<file path="src/design/sorted_priority_queue_prune_defines.svh">
// ----------------------------------------------------------------------------
// Assertion macros for the sorted priority queue
// Shared property wrappers, clocked on clk and disabled during reset.
// ----------------------------------------------------------------------------
`ifndef SORTED_PRIORITY_QUEUE_PRUNE_DEFINES_SVH
`define SORTED_PRIORITY_QUEUE_PRUNE_DEFINES_SVH

// The condition holds at every clock edge out of reset.
`define SPQP_ASSERT_ALWAYS(lbl, cond, msg) \
    lbl: assert property (@(posedge clk) disable iff (!rst_n) (cond)) \
        else $error(msg);

// The consequence holds in the same cycle as the antecedent.
`define SPQP_ASSERT_SAME(lbl, ante, cons, msg) \
    lbl: assert property (@(posedge clk) disable iff (!rst_n) (ante) |-> (cons)) \
        else $error(msg);

// The consequence holds in the cycle after the antecedent.
`define SPQP_ASSERT_NEXT(lbl, ante, cons, msg) \
    lbl: assert property (@(posedge clk) disable iff (!rst_n) (ante) |=> (cons)) \
        else $error(msg);

`endif

</file>
<file path="src/design/spqp_pkg.sv">
// ----------------------------------------------------------------------------
// spqp_pkg
// Types, constants and helpers shared by the sorted priority queue.
// ----------------------------------------------------------------------------
`default_nettype none

package spqp_pkg;

    localparam int DEPTH         = 16;
    localparam int KEY_FRAC_BITS = 8;

    localparam int KEY_W    = 32;
    localparam int HANDLE_W = 16;
    localparam int REQ_W    = 2;
    localparam int STATUS_W = 2;
    localparam int OCC_W    = 5;
    localparam int CNT_W    = $clog2(DEPTH + 1);

    localparam int S_TDATA_W = ((HANDLE_W + KEY_W + KEY_W + 7) / 8) * 8;
    localparam int M_FIELD_W = HANDLE_W + KEY_W + OCC_W;
    localparam int M_TDATA_W = ((M_FIELD_W + 7) / 8) * 8;

    localparam logic [REQ_W-1:0] REQ_INSERT = 2'd0;
    localparam logic [REQ_W-1:0] REQ_POP    = 2'd1;
    localparam logic [REQ_W-1:0] REQ_PRUNE  = 2'd2;

    localparam logic [STATUS_W-1:0] ST_DONE  = 2'd0;
    localparam logic [STATUS_W-1:0] ST_FULL  = 2'd1;
    localparam logic [STATUS_W-1:0] ST_EMPTY = 2'd2;
    localparam logic [STATUS_W-1:0] ST_NONE  = 2'd3;

    typedef struct packed {
        logic [KEY_W-1:0]    key;
        logic [HANDLE_W-1:0] handle;
    } entry_t;

    typedef struct packed {
        logic             ins;
        logic             pop;
        logic             int_mode;
        entry_t           new_entry;
        logic [KEY_W-1:0] thr;
    } cell_ctrl_t;

    localparam logic [KEY_W-1:0] FRAC_MASK = KEY_W'((64'd1 << KEY_FRAC_BITS) - 64'd1);

    function automatic logic [KEY_W-1:0] floor_key(input logic [KEY_W-1:0] key,
                                                   input logic int_mode);
        return int_mode ? (key & ~FRAC_MASK) : key;
    endfunction

endpackage

`default_nettype wire

</file>
<file path="src/design/spqp_cell.sv">
// ----------------------------------------------------------------------------
// spqp_cell
// One slot of the sorted queue: holds an entry and moves it to or from a
// neighbor on insert and pop.
// ----------------------------------------------------------------------------
`default_nettype none

module spqp_cell (
    input  wire                  clk,
    input  spqp_pkg::cell_ctrl_t ctrl,
    input  wire                  occupied,
    input  wire                  ge_left,
    input  spqp_pkg::entry_t     left_entry,
    input  spqp_pkg::entry_t     right_entry,
    output spqp_pkg::entry_t     entry,
    output logic                 ge,
    output logic                 le
);
    import spqp_pkg::*;

    entry_t entry_reg;
    entry_t entry_next;

    // Keys are sorted descending, so ge is true over a prefix of the row.
    assign ge    = occupied && (entry_reg.key >= ctrl.new_entry.key);
    assign le    = floor_key(entry_reg.key, ctrl.int_mode) <= ctrl.thr;
    assign entry = entry_reg;

    always_comb
    begin
        entry_next = entry_reg;
        if (ctrl.ins)
        begin
            if (!ge_left)
                entry_next = left_entry;
            else if (!ge)
                entry_next = ctrl.new_entry;
        end
        else if (ctrl.pop)
        begin
            entry_next = right_entry;
        end
    end

    always_ff @(posedge clk)
    begin
        entry_reg <= entry_next;
    end

endmodule

`default_nettype wire

</file>
<file path="src/design/sorted_priority_queue_prune.sv">
// ----------------------------------------------------------------------------
// sorted_priority_queue_prune
// Bounded priority queue kept sorted by key, with pop of the head and
// pruning from the tail.
// ----------------------------------------------------------------------------
// Requests arrive on the s_ group: s_tuser carries the request kind (insert,
// pop, prune) and s_tdata the handle, key and threshold. Results leave on the
// m_ group: m_tuser carries the status, m_tdata the handle, key and
// occupancy, and m_tlast marks the final result of a request.
// Insert, pop and the no-op kind give one result each, written into the output
// register; a new request is taken as soon as that register is free, so these
// run at one request per cycle.
// A prune is accepted and latches its threshold. Then, each time the output
// register is free, the tail entry is compared against that threshold and
// removed if not above it, and the entry in front of it is compared too so
// that tlast is known in advance. A prune gives one result per removed entry,
// or one when nothing is removed, and blocks new requests until its last one.
// When the receiver holds m_tready low, the output register keeps its result
// and the block stops taking requests or removing entries until it drains.
// cfg_we/cfg_data write integer_mode; the user must do so only while idle,
// which the block does not enforce. Reset empties the queue and clears
// integer_mode; stored entries stay, as only occupied slots are ever read.
// ----------------------------------------------------------------------------
`default_nettype none

module sorted_priority_queue_prune (
    input  wire                            clk,
    input  wire                            rst_n,
    input  wire                            cfg_we,
    input  wire                            cfg_data,   // integer_mode
    input  wire                            s_tvalid,
    output logic                           s_tready,
    // item_handle[15:0], item_key[47:16], threshold[79:48]
    input  wire [spqp_pkg::S_TDATA_W-1:0]  s_tdata,
    // req_type[1:0]
    input  wire [spqp_pkg::REQ_W-1:0]      s_tuser,
    output logic                           m_tvalid,
    input  wire                            m_tready,
    // out_handle[15:0], out_key[47:16], occupancy[52:48], zero pad above
    output logic [spqp_pkg::M_TDATA_W-1:0] m_tdata,
    // status[1:0]
    output logic [spqp_pkg::STATUS_W-1:0]  m_tuser,
    output logic                           m_tlast
);
    import spqp_pkg::*;

    localparam logic S_IDLE  = 1'b0;
    localparam logic S_PRUNE = 1'b1;

    logic                 state_reg, state_next;
    logic [CNT_W-1:0]     cnt_reg, cnt_next;
    logic                 int_mode_reg;
    logic [KEY_W-1:0]     thr_reg, thr_next;

    logic                 out_valid_reg, out_valid_next;
    logic [STATUS_W-1:0]  out_status_reg, out_status_next;
    entry_t               out_entry_reg, out_entry_next;
    logic [CNT_W-1:0]     out_occ_reg, out_occ_next;
    logic                 out_last_reg, out_last_next;

    logic                 out_free;
    logic                 accept;
    logic [HANDLE_W-1:0]  in_handle;
    logic [KEY_W-1:0]     in_key;
    logic [KEY_W-1:0]     in_thr;
    logic                 full;
    logic                 empty;
    logic                 do_ins;
    logic                 do_pop;
    logic                 prune_step;

    cell_ctrl_t           ctrl;
    entry_t               cell_entry [DEPTH];
    logic [DEPTH-1:0]     cell_ge;
    logic [DEPTH-1:0]     cell_le;
    logic [DEPTH-1:0]     occupied;
    logic [DEPTH-1:0]     is_tail;
    logic [DEPTH-1:0]     is_pretail;
    entry_t               tail_entry;
    logic                 tail_le;
    logic                 pre_le;

    assign in_handle = s_tdata[HANDLE_W-1:0];
    assign in_key    = s_tdata[HANDLE_W +: KEY_W];
    assign in_thr    = s_tdata[HANDLE_W + KEY_W +: KEY_W];

    assign out_free = !out_valid_reg || m_tready;
    assign s_tready = (state_reg == S_IDLE) && out_free;
    assign accept   = s_tvalid && s_tready;

    assign full   = (cnt_reg == CNT_W'(DEPTH));
    assign empty  = (cnt_reg == '0);
    assign do_ins = accept && (s_tuser == REQ_INSERT) && !full;
    assign do_pop = accept && (s_tuser == REQ_POP) && !empty;

    assign ctrl.ins              = do_ins;
    assign ctrl.pop              = do_pop;
    assign ctrl.int_mode         = int_mode_reg;
    assign ctrl.new_entry.key    = in_key;
    assign ctrl.new_entry.handle = in_handle;
    assign ctrl.thr              = thr_reg;

    genvar gi;
    generate
        for (gi = 0; gi < DEPTH; gi++)
        begin : g_cell
            entry_t left_e;
            entry_t right_e;
            logic   ge_l;

            assign occupied[gi]   = CNT_W'(gi) < cnt_reg;
            assign is_tail[gi]    = (CNT_W'(gi + 1) == cnt_reg);
            assign is_pretail[gi] = (CNT_W'(gi + 2) == cnt_reg);

            if (gi == 0)
            begin : g_head
                assign left_e = '0;
                assign ge_l   = 1'b1;
            end
            else
            begin : g_body
                assign left_e = cell_entry[gi-1];
                assign ge_l   = cell_ge[gi-1];
            end

            if (gi == DEPTH - 1)
            begin : g_end
                assign right_e = '0;
            end
            else
            begin : g_inner
                assign right_e = cell_entry[gi+1];
            end

            spqp_cell u_cell (
                .clk        (clk),
                .ctrl       (ctrl),
                .occupied   (occupied[gi]),
                .ge_left    (ge_l),
                .left_entry (left_e),
                .right_entry(right_e),
                .entry      (cell_entry[gi]),
                .ge         (cell_ge[gi]),
                .le         (cell_le[gi])
            );
        end
    endgenerate

    // Tail and the slot in front of it are picked by one-hot selects.
    always_comb
    begin
        tail_entry = '0;
        tail_le    = 1'b0;
        pre_le     = 1'b0;
        for (int i = 0; i < DEPTH; i++)
        begin
            if (is_tail[i])
            begin
                tail_entry = tail_entry | cell_entry[i];
                tail_le    = tail_le | cell_le[i];
            end
            if (is_pretail[i])
                pre_le = pre_le | cell_le[i];
        end
    end

    assign prune_step = (state_reg == S_PRUNE) && out_free && tail_le;

    always_comb
    begin
        state_next      = state_reg;
        cnt_next        = cnt_reg;
        thr_next        = thr_reg;
        out_valid_next  = out_valid_reg;
        out_status_next = out_status_reg;
        out_entry_next  = out_entry_reg;
        out_occ_next    = out_occ_reg;
        out_last_next   = out_last_reg;

        if (m_tready)
            out_valid_next = 1'b0;

        if (accept)
        begin
            out_valid_next  = 1'b1;
            out_status_next = ST_DONE;
            out_entry_next  = '0;
            out_occ_next    = cnt_reg;
            out_last_next   = 1'b1;
            case (s_tuser)
                REQ_INSERT:
                begin
                    if (full)
                        out_status_next = ST_FULL;
                    else
                    begin
                        cnt_next     = cnt_reg + 1'b1;
                        out_occ_next = cnt_reg + 1'b1;
                    end
                end
                REQ_POP:
                begin
                    if (empty)
                        out_status_next = ST_EMPTY;
                    else
                    begin
                        cnt_next       = cnt_reg - 1'b1;
                        out_occ_next   = cnt_reg - 1'b1;
                        out_entry_next = cell_entry[0];
                    end
                end
                REQ_PRUNE:
                begin
                    // The result is produced by the prune sequence instead.
                    out_valid_next = 1'b0;
                    thr_next       = in_thr;
                    state_next     = S_PRUNE;
                end
                default:
                begin
                end
            endcase
        end
        else if (state_reg == S_PRUNE && out_free)
        begin
            out_valid_next = 1'b1;
            if (tail_le)
            begin
                out_status_next = ST_DONE;
                out_entry_next  = tail_entry;
                out_occ_next    = cnt_reg - 1'b1;
                out_last_next   = !pre_le;
                cnt_next        = cnt_reg - 1'b1;
                if (!pre_le)
                    state_next = S_IDLE;
            end
            else
            begin
                out_status_next = ST_NONE;
                out_entry_next  = '0;
                out_occ_next    = cnt_reg;
                out_last_next   = 1'b1;
                state_next      = S_IDLE;
            end
        end
    end

    always_ff @(posedge clk or negedge rst_n)
    begin
        if (!rst_n)
        begin
            state_reg     <= S_IDLE;
            cnt_reg       <= '0;
            int_mode_reg  <= 1'b0;
            out_valid_reg <= 1'b0;
        end
        else
        begin
            state_reg     <= state_next;
            cnt_reg       <= cnt_next;
            out_valid_reg <= out_valid_next;
            if (cfg_we)
                int_mode_reg <= cfg_data;
        end
    end

    always_ff @(posedge clk)
    begin
        thr_reg        <= thr_next;
        out_status_reg <= out_status_next;
        out_entry_reg  <= out_entry_next;
        out_occ_reg    <= out_occ_next;
        out_last_reg   <= out_last_next;
    end

    assign m_tvalid = out_valid_reg;
    assign m_tuser  = out_status_reg;
    assign m_tlast  = out_last_reg;
    assign m_tdata  = M_TDATA_W'({OCC_W'(out_occ_reg), out_entry_reg.key,
                                  out_entry_reg.handle});

`include "sorted_priority_queue_prune_defines.svh"

    `SPQP_ASSERT_ALWAYS(a_cnt_bound, cnt_reg <= CNT_W'(DEPTH), "queue count exceeds depth")
    `SPQP_ASSERT_SAME(a_ready_idle, s_tready, state_reg == S_IDLE, "request taken while pruning")
    `SPQP_ASSERT_NEXT(a_ins_count, do_ins, cnt_reg == $past(cnt_reg) + 1'b1, "insert lost count")
    `SPQP_ASSERT_NEXT(a_prune_count, prune_step, cnt_reg == $past(cnt_reg) - 1'b1,
                      "prune step did not remove tail")
    `SPQP_ASSERT_SAME(a_prune_occupied, prune_step, !empty, "prune removed from empty queue")

endmodule

`default_nettype wire

</file>
<file path="config.mk">
export PLATFORM = sky130hd
export DESIGN_NAME = sorted_priority_queue_prune
export DESIGN_NICKNAME = d
export VERILOG_FILES = /design/src/design/spqp_pkg.sv /design/src/design/spqp_cell.sv /design/src/design/sorted_priority_queue_prune.sv
export VERILOG_INCLUDE_DIRS = /design/src /design/src/design
export SDC_FILE = /design/constraint.sdc
export NUM_CORES = 2
export LEC_CHECK = 0
export ABC_AREA = 1
export ABC_CLOCK_PERIOD_IN_PS = 8700
export BUFFER_PORTS_ARGS = -buffer_cell sky130_fd_sc_hd__buf_2
export CAP_MARGIN = 20
export CORE_MARGIN = 2
export CORE_UTILIZATION = 55
export CTS_CLUSTER_SIZE = 12
export DETAILED_ROUTE_END_ITERATION = 7
export GPL_TIMING_DRIVEN = 0
export PLACE_DENSITY_LB_ADDON = 0.25
export SKIP_LAST_GASP = 1
export SYNTH_ARGS = -nofsm -noshare
export SYNTH_HDL_FRONTEND = slang
export SYNTH_HIERARCHICAL = 1
export SYNTH_SLANG_ARGS = --single-unit
</file>
<file path="constraint.sdc">
create_clock -name clk -period 8.7 [get_ports clk]
set_clock_uncertainty 0.2 [all_clocks]
set_input_delay 0.435 -clock clk [delete_from_list [all_inputs] [get_ports clk]]
set_output_delay 0.435 -clock clk [all_outputs]
set_load 0.03 [all_outputs]
</file>
==> results.json <==
{
  "dieArea_sq_um": 142000,
  "post-place-ws_ns": 3.82,
  "rr_startpoint": "cnt_reg[0]",
  "grt_pass1_wl_um": 492000,
  "core.rowCount": 136,
  "reg2regPathDepth": 17,
  "drive_gt1_share_pct": 5.99,
  "avgSynthCellArea_sq_um": 7.30,
  "drv_slew": 0,
  "grt_max_degree": 62,
  "synth_cells": 10400,
  "dp_cells": 12500,
  "fin_cells": 12700,
  "syn_to_final_growth_pct": 10.1,
  "crit_required_ns": 8.95,
  "period_minus_slack_ns": 5.12,
  "power.density_nw_per_um2": 207,
  "crit_fanout": 28,
  "drt_drc_violations_left": 2,
  "tritoncts": "done",
  "cp.arrival_ns": 5.37,
  "final_nets": 12000,
  "crit_end": "g_cell[6].u_cell/entry[8]",
  "clock-root-buffer": "clkbuf_16",
  "cts_max_path_buffers": 3,
  "worst_slack_ns": 3.58,
  "hold_path_class": "in2reg",
  "cts-htree-levels": 3,
  "r2r-end": "g_cell[6].u_cell/entry[8]",
  "drt-initial-drc-count": 12000,
  "cts_made_buffers": 105,
  "largest_reg_flops": 768,
  "maxCapViolations": 0,
  "portBuffers": 145,
  "failed_checks": "design-rule violations",
  "layout_common_cells": "nand2_1 (2468), inv_1 (1460), o21ai_0 (1389), nor2_1 (1119), ha_1 (1029)",
  "p_leak_nw": 41.0,
  "ios": 149,
  "final_core_util_pct": 61.0,
  "max_freq_ghz": 0.195,
  "core_area_sq_um": 137000,
  "grt_overflow": 0,
  "dp_hpwl_um": 272000,
  "worstSetupPathType": "reg2reg",
  "antenna_found_initial": 20,
  "post_drt_wl_per_cell_um": 27.5,
  "crit_path_end_kind": "flop",
  "r2r_setup_slack_ns": 3.58,
  "cts_resized": 0,
  "crit_start": "cnt_reg[0]",
  "final_common_cell": "nand2_1",
  "dr_total_vias": 80000,
  "drt-vias-per-instance": 6.27,
  "die_x_um": 376,
  "post_cts_buffers": 0,
  "cts_sinks": 864,
  "swShare_pct": 44.4,
  "clkLatencyLatePin_ns": 0.77,
  "run_status": "finished with violations",
  "seqPwrFrac_pct": 35.3,
  "routed_wl_um": 350000,
  "startpoint_type": "flop",
  "slew_headroom_pct": 8.73,
  "rsz0062_at_grt": "false",
  "setup_viol": 0,
  "cts.clk_slew.worst_paths_ns": 0.06,
  "grt_pass1_vias": 73800,
  "ir_worst_vdd_v": 0.000179,
  "p_clk_share_pct": 25.9,
  "tightest_slew_ns": 1.37,
  "start_util_pct": 55.4,
  "antenna_left": 0,
  "die_height_um": 376,
  "hold_violations": 0,
  "finalPower_mw": 17.3,
  "p_int_mw": 9.63,
  "gp_congestion": 1.08,
  "ys_warn_count": 6,
  "dr.pass1.iters": 8,
  "post-route-period-util_pct": 58.8,
  "track_usage_pct": 47.9,
  "power_switching_mw": 7.70,
  "pwr-share-comb_pct": 38.8,
  "syn_area_sq_um": 76200
}
[power by group through the flow]
stage | Sequential [mW] | Combinational (mW) | Clock, mW
CTS | 6.09 | 6.28 | 4.46
global placement | 6.20 | 6.00 | 0
floorplan | 5.95 | 3.59 | 0
finish | 6.13 | 6.72 | 4.49
global route | 6.13 | 7.07 | 4.61
detailed placement | 6.16 | 6.23 | 0
[stage by stage]
stage | instance area (sq um) | TNS (ns) | hold WS (ns)
2_1_floorplan | 76600 | 0 | -0.0606
3_3_place_gp | 79500 | -5740.86 | 0.131
3_5_place_dp | 80000 | 0 | 0.135
4_1_cts | 83800 | 0 | 0.121
5_1_grt | 83800 | 0 | 0.0890
6_report | 83900 | 0 | 0.0751
[metal layers]
layer / vias to the layer above / global-route usage, % / routed length [um]
met2: 6025 / 71.5 / 145000
met3: 1396 / 13.5 / 48500
met5: - / 0 / 32
li1: 35500 / - / -
met1: 37000 / 58.2 / 122000
met4: 6 / 37.9 / 34200
[worst max-delay path, stage by stage (launching register included)]
cell,delay [ns]
dfrtp_1,0.37
buf_2,0.25
inv_1,0.08
buf_2,0.23
ha_1,0.33
nand2_1,0.16
nor2_4,0.10
nor2_1,0.24
inv_1,0.13
nor2_4,0.37
buf_12,0.26
buf_12,0.21
buf_12,0.24
clkbuf_1,0.51
or2_2,0.22
nand2_1,0.06
inv_2,0.44
buf_12,0.29
[area by class of cell]
cell class / instances / area, sq um
Buffer: 434 / 2030
Clock inverter: 69 / 657
Multi-Input combinational cell: 7722 / 42900
Inverter: 1522 / 5720
Timing Repair Buffer: 211 / 1650
Clock buffer: 125 / 2700
Tap cell: 1794 / 2240
Antenna cell: 8 / 20.0
Sequential cell: 864 / 25900
Fill cell: 12700 / 53600
[how the worst min path moves through the flow]
stage | end | start | slack, ns | cells past startpoint
final | g_cell[14].u_cell/entry[16] | s_tdata[16] | 0.08 | 3
after global routing | g_cell[15].u_cell/entry[16] | s_tdata[16] | 0.09 | 3
after CTS | g_cell[4].u_cell/entry[15] | s_tdata[15] | 0.12 | 3
after detailed placement | int_mode_reg | rst_n | 0.13 | 1
after global placement | int_mode_reg | rst_n | 0.13 | 1
after floorplan | cnt_reg[0] | rst_n | -0.06 | 0
[what timing repair did]
item,in CTS,in global routing
endpoints found under the hold margin,43,0
hold buffers,38,0
setup endpoints to repair,0,0
(Power assumes the default switching activity.)
